## src/rtl/core/nsc_pkg.sv

```systemverilog
// nsc_pkg: shared types, constants and a helper function of the sentence checker.
// No dependencies; used by every module of the block.
`timescale 1ns / 1ps
`default_nettype none

package nsc_pkg;

    localparam int MAX_LINE_DEF    = 255;
    localparam int COUNT_BITS_DEF  = 32;
    localparam int QUEUE_DEPTH_DEF = 4;
    localparam int MIN_LEN         = 6;

    localparam logic [7:0] CH_DOLLAR = 8'h24;
    localparam logic [7:0] CH_BANG   = 8'h21;
    localparam logic [7:0] CH_STAR   = 8'h2A;
    localparam logic [7:0] CH_CR     = 8'h0D;
    localparam logic [7:0] CH_LF     = 8'h0A;

    localparam logic [2:0] ERR_OK        = 3'd0;
    localparam logic [2:0] ERR_SHORT     = 3'd1;
    localparam logic [2:0] ERR_START     = 3'd2;
    localparam logic [2:0] ERR_NO_STAR   = 3'd3;
    localparam logic [2:0] ERR_TRUNCATED = 3'd4;
    localparam logic [2:0] ERR_BAD_HEX   = 3'd5;
    localparam logic [2:0] ERR_MISMATCH  = 3'd6;

    typedef struct packed {
        logic [2:0] code;
        logic [7:0] xor_sum;
        logic [7:0] rx_sum;
        logic [7:0] length;
    } rec_t;

    typedef struct packed {
        logic       ok;
        logic [3:0] value;
    } nibble_t;

    function automatic nibble_t hex_nibble(input logic [7:0] c);
        nibble_t n;
        n.ok    = 1'b1;
        n.value = 4'd0;
        if (c >= 8'h30 && c <= 8'h39)
        begin
            n.value = c[3:0];
        end
        else if ((c >= 8'h61 && c <= 8'h66) || (c >= 8'h41 && c <= 8'h46))
        begin
            n.value = 4'd9 + {1'b0, c[2:0]};
        end
        else
        begin
            n.ok = 1'b0;
        end
        return n;
    endfunction

endpackage

`default_nettype wire

```

## src/rtl/core/nsc_front.sv

```systemverilog
// nsc_front: accepts bytes, tracks the open line and classifies it at the line end.
// Depends on nsc_pkg; feeds one rec_t per finished line into the queue.
`timescale 1ns / 1ps
`default_nettype none

module nsc_front #(
    parameter int MAX_LINE = nsc_pkg::MAX_LINE_DEF
) (
    input  wire logic          clk,
    input  wire logic          rst_n,
    input  wire logic          in_valid,
    input  wire logic [7:0]    in_byte,
    input  wire logic          q_full,
    output logic               in_ready,
    output logic               rec_push,
    output nsc_pkg::rec_t      rec
);
    import nsc_pkg::*;

    localparam int POS_W = $clog2(MAX_LINE + 1);

    logic             in_line_reg,  in_line_next;
    logic [POS_W-1:0] pos_reg,      pos_next;
    logic             start_ok_reg, start_ok_next;
    logic             star_reg,     star_next;
    logic [7:0]       xor_reg,      xor_next;
    logic [1:0]       digits_reg,   digits_next;
    logic [7:0]       hex_reg,      hex_next;
    logic             hex_ok_reg,   hex_ok_next;

    logic             accept;
    logic             term;
    nibble_t          nib;
    logic [POS_W+7:0] pos_ext;

    assign in_ready = !q_full;
    assign accept   = in_valid && !q_full;
    assign term     = (in_byte == CH_CR) || (in_byte == CH_LF);
    assign rec_push = accept && term && in_line_reg;
    assign nib      = hex_nibble(in_byte);
    assign pos_ext  = {8'd0, pos_reg};

    always_comb
    begin
        priority if (pos_reg < POS_W'(MIN_LEN))
            rec.code = ERR_SHORT;
        else if (!start_ok_reg)
            rec.code = ERR_START;
        else if (!star_reg)
            rec.code = ERR_NO_STAR;
        else if (digits_reg != 2'd2)
            rec.code = ERR_TRUNCATED;
        else if (!hex_ok_reg)
            rec.code = ERR_BAD_HEX;
        else if (hex_reg != xor_reg)
            rec.code = ERR_MISMATCH;
        else
            rec.code = ERR_OK;
        rec.xor_sum = xor_reg;
        rec.rx_sum  = (star_reg && digits_reg == 2'd2 && hex_ok_reg) ? hex_reg : 8'd0;
        rec.length  = pos_ext[7:0];
    end

    always_comb
    begin
        in_line_next  = in_line_reg;
        pos_next      = pos_reg;
        start_ok_next = start_ok_reg;
        star_next     = star_reg;
        xor_next      = xor_reg;
        digits_next   = digits_reg;
        hex_next      = hex_reg;
        hex_ok_next   = hex_ok_reg;
        if (accept)
        begin
            if (term)
            begin
                in_line_next  = 1'b0;
                pos_next      = '0;
                start_ok_next = 1'b0;
                star_next     = 1'b0;
                xor_next      = 8'd0;
                digits_next   = 2'd0;
                hex_next      = 8'd0;
                hex_ok_next   = 1'b1;
            end
            else
            begin
                if (!in_line_reg)
                begin
                    in_line_next  = 1'b1;
                    start_ok_next = (in_byte == CH_DOLLAR) || (in_byte == CH_BANG);
                    if (in_byte == CH_STAR)
                        star_next = 1'b1;
                end
                else if (!star_reg)
                begin
                    if (in_byte == CH_STAR)
                        star_next = 1'b1;
                    else
                        xor_next = xor_reg ^ in_byte;
                end
                else if (digits_reg != 2'd2)
                begin
                    if (nib.ok)
                        hex_next = {hex_reg[3:0], nib.value};
                    else
                        hex_ok_next = 1'b0;
                    digits_next = digits_reg + 2'd1;
                end
                if (pos_reg < POS_W'(MAX_LINE))
                    pos_next = pos_reg + 1'b1;
            end
        end
    end

    always_ff @(posedge clk or negedge rst_n)
    begin
        if (!rst_n)
        begin
            in_line_reg  <= 1'b0;
            pos_reg      <= '0;
            start_ok_reg <= 1'b0;
            star_reg     <= 1'b0;
            xor_reg      <= 8'd0;
            digits_reg   <= 2'd0;
            hex_reg      <= 8'd0;
            hex_ok_reg   <= 1'b1;
        end
        else
        begin
            in_line_reg  <= in_line_next;
            pos_reg      <= pos_next;
            start_ok_reg <= start_ok_next;
            star_reg     <= star_next;
            xor_reg      <= xor_next;
            digits_reg   <= digits_next;
            hex_reg      <= hex_next;
            hex_ok_reg   <= hex_ok_next;
        end
    end

`ifndef SYNTH
    a_pos_sat: assert property (@(posedge clk) disable iff (!rst_n)
        pos_reg <= POS_W'(MAX_LINE))
        else $error("line length past limit");
    a_digits_need_star: assert property (@(posedge clk) disable iff (!rst_n)
        (digits_reg != 2'd0) |-> star_reg)
        else $error("checksum digits counted without star");
    a_clear_after_end: assert property (@(posedge clk) disable iff (!rst_n)
        rec_push |=> !in_line_reg && pos_reg == '0 && xor_reg == 8'd0)
        else $error("line state not cleared after line end");
`endif

endmodule

`default_nettype wire

```

## config.mk

```make
export PLATFORM = sky130hd
export DESIGN_NAME = nsc_front
export DESIGN_NICKNAME = d
export VERILOG_FILES = /design/src/rtl/core/nsc_pkg.sv /design/src/rtl/core/nsc_front.sv
export SDC_FILE = /design/constraint.sdc
export NUM_CORES = 1
export LEC_CHECK = 0
export BUFFER_PORTS_ARGS = -buffer_cell sky130_fd_sc_hd__buf_2
export CAP_MARGIN = 0
export CORE_MARGIN = 2
export CORE_UTILIZATION = 48
export DETAILED_ROUTE_END_ITERATION = 7
export HOLD_SLACK_MARGIN = 0.03
export PLACE_DENSITY = 0.75
export SLEW_MARGIN = 10
export SYNTH_ARGS = -nofsm -noshare
export SYNTH_HDL_FRONTEND = slang
export SYNTH_SLANG_ARGS = --single-unit
```

## constraint.sdc

```tcl
create_clock -name clk -period 2.26 [get_ports clk]
set_input_delay 0.113 -clock clk [delete_from_list [all_inputs] [get_ports clk]]
set_output_delay 0.113 -clock clk [all_outputs]
set_load 0.01 [all_outputs]
```

==> results.toml <==
[setup_path]
reg2reg_slack_ns = 0.54
crit_arrival_ns = 1.69
r2r_end = "hex_reg[5]$_DFFE_PN0P_"
reg2reg_from = "digits_reg[0]$_DFFE_PN0P_"
endpoint_kind = "output port"
ff2ff_path_depth = 6
critPathMaxFanout = 6
crit_type = "in -> out"
startpoint_type = "input pin"
cp.required_ns = 2.15

[sta]
max_slew_margin_pct = 55.8
period_minus_slack_ns = 1.81
finalCritPeriodShare_pct = 80.0
max_freq_mhz = 553
worst_pin_slew_ns = 0.663
finalHoldViolCount = 0
setup_viol = 0
setup_tns_ns = 0
setup_ws_ns = 0.452
skew_ns = 0.00860
rsz0062_at_grt = "no"
drv_slew = 0

[finish]
most-common-layout-cells = "buf_2, dfrtp_1, nor2_1, nand2_1, xor2_1"
layout-drive-gt1-share_pct = 26.1
final_common_cell = "buf_2"
num_antenna_cells = 0
nNetsFinal = 263
instances_no_fill = 293
area.growth.synth_to_final_pct = 18.9

[floorplanning]
die_h_um = 67.2
start_util_pct = 51.2
die_area_mm2 = 0.00451
num_rows = 22
core_area_mm2 = 0.00374
die_x_um = 67.2
io_pins = 41

[grt]
grt_use_total_pct = 23.9
grt_max_degree = 31
grt_pass1_vias = 1575
grt_pass1_wl_um = 7850
grt.overflow.total = 0
antenna_found_initial = 0

[pwr]
vdd_drop_max_uv = 563
p_leak_nw = 1.06
cellPowerDensity_mw_per_mm2 = 867
power_w = 0.00198

[clock_network]
clkSinkCount = 30
root_buffer = "clkbuf_8"
htreeDepth = 2
cts_resized = 0
path_clk_slew_ns = 0.06
clockBufferDepth = 2
postCtsSetupBuffers = 0
clk_latency_ns = 0.28
numCtsBuffers = 5
cts_tree = "built"

[placement]
port_buffers = 40
dp.cells = 284
dp_hpwl_um = 3410
gp_congestion = 0.900
pre_cts_slack_ns = 0.242

[yosys]
netlist_instances = 198
postSynthAreaPerCell_um2 = 9.67
async_flop_share_pct = 100
synth_nets = 217
syn-cell-area_mm2 = 0.00192
ys_ff_latch = 30
yosysSeqAreaShare_pct = 39.3
yosys_warnings = 0
synth_flop_cell = "dfrtp_1"
synth_cell_types = 52
synth_edf_count = 0

[route]
viasPerCell = 5.68
vias = 1664
dr.pass1.iters = 4
ant_nets = 0
initialDrtViolationCount = 105
drt-wirelength-per-cell_um = 15.9
wirelength_um = 4670
drc = 0

[worst_hold_path]
hp-class = "in -> reg"
hold_end = "start_ok_reg$_DFFE_PN0P_"
min_from = "in_byte[5]"
hold_path_depth = 3

[run]
cap_violations = 0

[run_status]
status = "completed"
==> how the worst max path moves through the flow <==
stage                                start                     end  cells past startpoint
floorplan                       in_byte[7]  pos_reg[5]$_DFFE_PN0P_                      6
global placement                in_byte[7]  hex_reg[2]$_DFFE_PN0P_                      4
detailed placement              in_byte[7]  hex_reg[5]$_DFFE_PN0P_                      4
CTS                 pos_reg[2]$_DFFE_PN0P_                 rec[26]                      4
global route        pos_reg[2]$_DFFE_PN0P_                 rec[26]                      4
finish                          in_byte[7]                rec_push                      6
==> logic make-up (layout without fill, tap and decap cells) <==
group / count (synthesis) / in the layout / synth area share, %
and+or+nand+nor: 81 / 81 / 23.1
muxes: 6 / 6 / 3.27
adders and majority gates: 7 / 7 / 4.57
AOI/OAI and AO/OA: 40 / 40 / 16.5
buffers and inverters: 15 / 62 / 4.64
xor gates and xnor gates: 19 / 19 / 8.69
DFF: 30 / 30 / 39.3
==> per-stage QoR <==
stage	util, %	hold WS, ns	area [um2]
2_1_floorplan	-	-0.183	1920
3_3_place_gp	57.7	0.185	2160
3_5_place_dp	57.7	0.184	2160
4_1_cts	60.9	0.156	2280
5_1_grt	60.9	0.157	2280
6_report	60.9	0.165	2280
==> per-layer routing <==
layer / track usage (%) / wire length (um) / part of all wire [%] / vias to the layer above
met5: 0 / 0 / 0 / -
met3: 6.33 / 246 / 5.3 / 6
met4: 6.63 / 51 / 1.1 / 0
li1: - / - / - / 811
met1: 35.0 / 2260 / 48 / 791
met2: 34.9 / 2120 / 45 / 56
==> cell type report <==
cell class                      count  area (um2)
Sequential cell                    30         752
Tap cell                           48        60.1
Multi-Input combinational cell    153        1070
Clock buffer                        8         110
Inverter                            7        26.3
Fill cell                         327        1470
Timing Repair Buffer               47         255
==> critical path, cell delays in order <==
cell and delay, ns:
buf_2 0.12, or4b_1 0.57, buf_4 0.19, nor3_1 0.37, and3_1 0.21, buf_2 0.12
==> report_power, final <==
| group | internal [W] | total (W) | switching, W |
|---|---|---|---|
| Clock | 0.000307 | 0.000504 | 0.000197 |
| Combinational | 0.000296 | 0.000638 | 0.000342 |
| Sequential | 0.000673 | 0.000834 | 0.000161 |
| Total | 0.00128 | 0.00198 | 0.000701 |
==> Yosys cell counts, types with 2 or more instances <==
cell type	number	area, um2
buf_6	4	45.0
a211o_1	2	17.5
a211oi_1	3	22.5
and2_1	9	56.3
xnor2_1	9	78.8
nor4_1	3	18.8
mux2i_1	4	40.0
xor2_1	10	87.6
and3_1	3	18.8
nor3_1	4	20.0
buf_2	2	10.0
o31ai_1	3	22.5
nor2b_1	3	18.8
clkbuf_1	2	7.51
nand4_1	4	25.0
nand2_1	17	63.8
or4_1	2	15.0
nor2_1	19	71.3
or3_1	2	12.5
dfrtp_1	29	726
ha_1	7	87.6
o21ai_0	4	20.0
a32o_1	8	80.1
nor3b_1	2	15.0
nand3_1	2	10.0
inv_1	7	26.3
a21oi_1	5	25.0
o211ai_1	4	30.0
mux2_2	2	22.5
==> repair_timing <==
action / CTS / global route
endpoints found under the hold margin: 29 / 0
setup endpoints to repair: 0 / 0
hold buffers: 1 / 0
No activity file was read; power rests on OpenSTA's default activity.
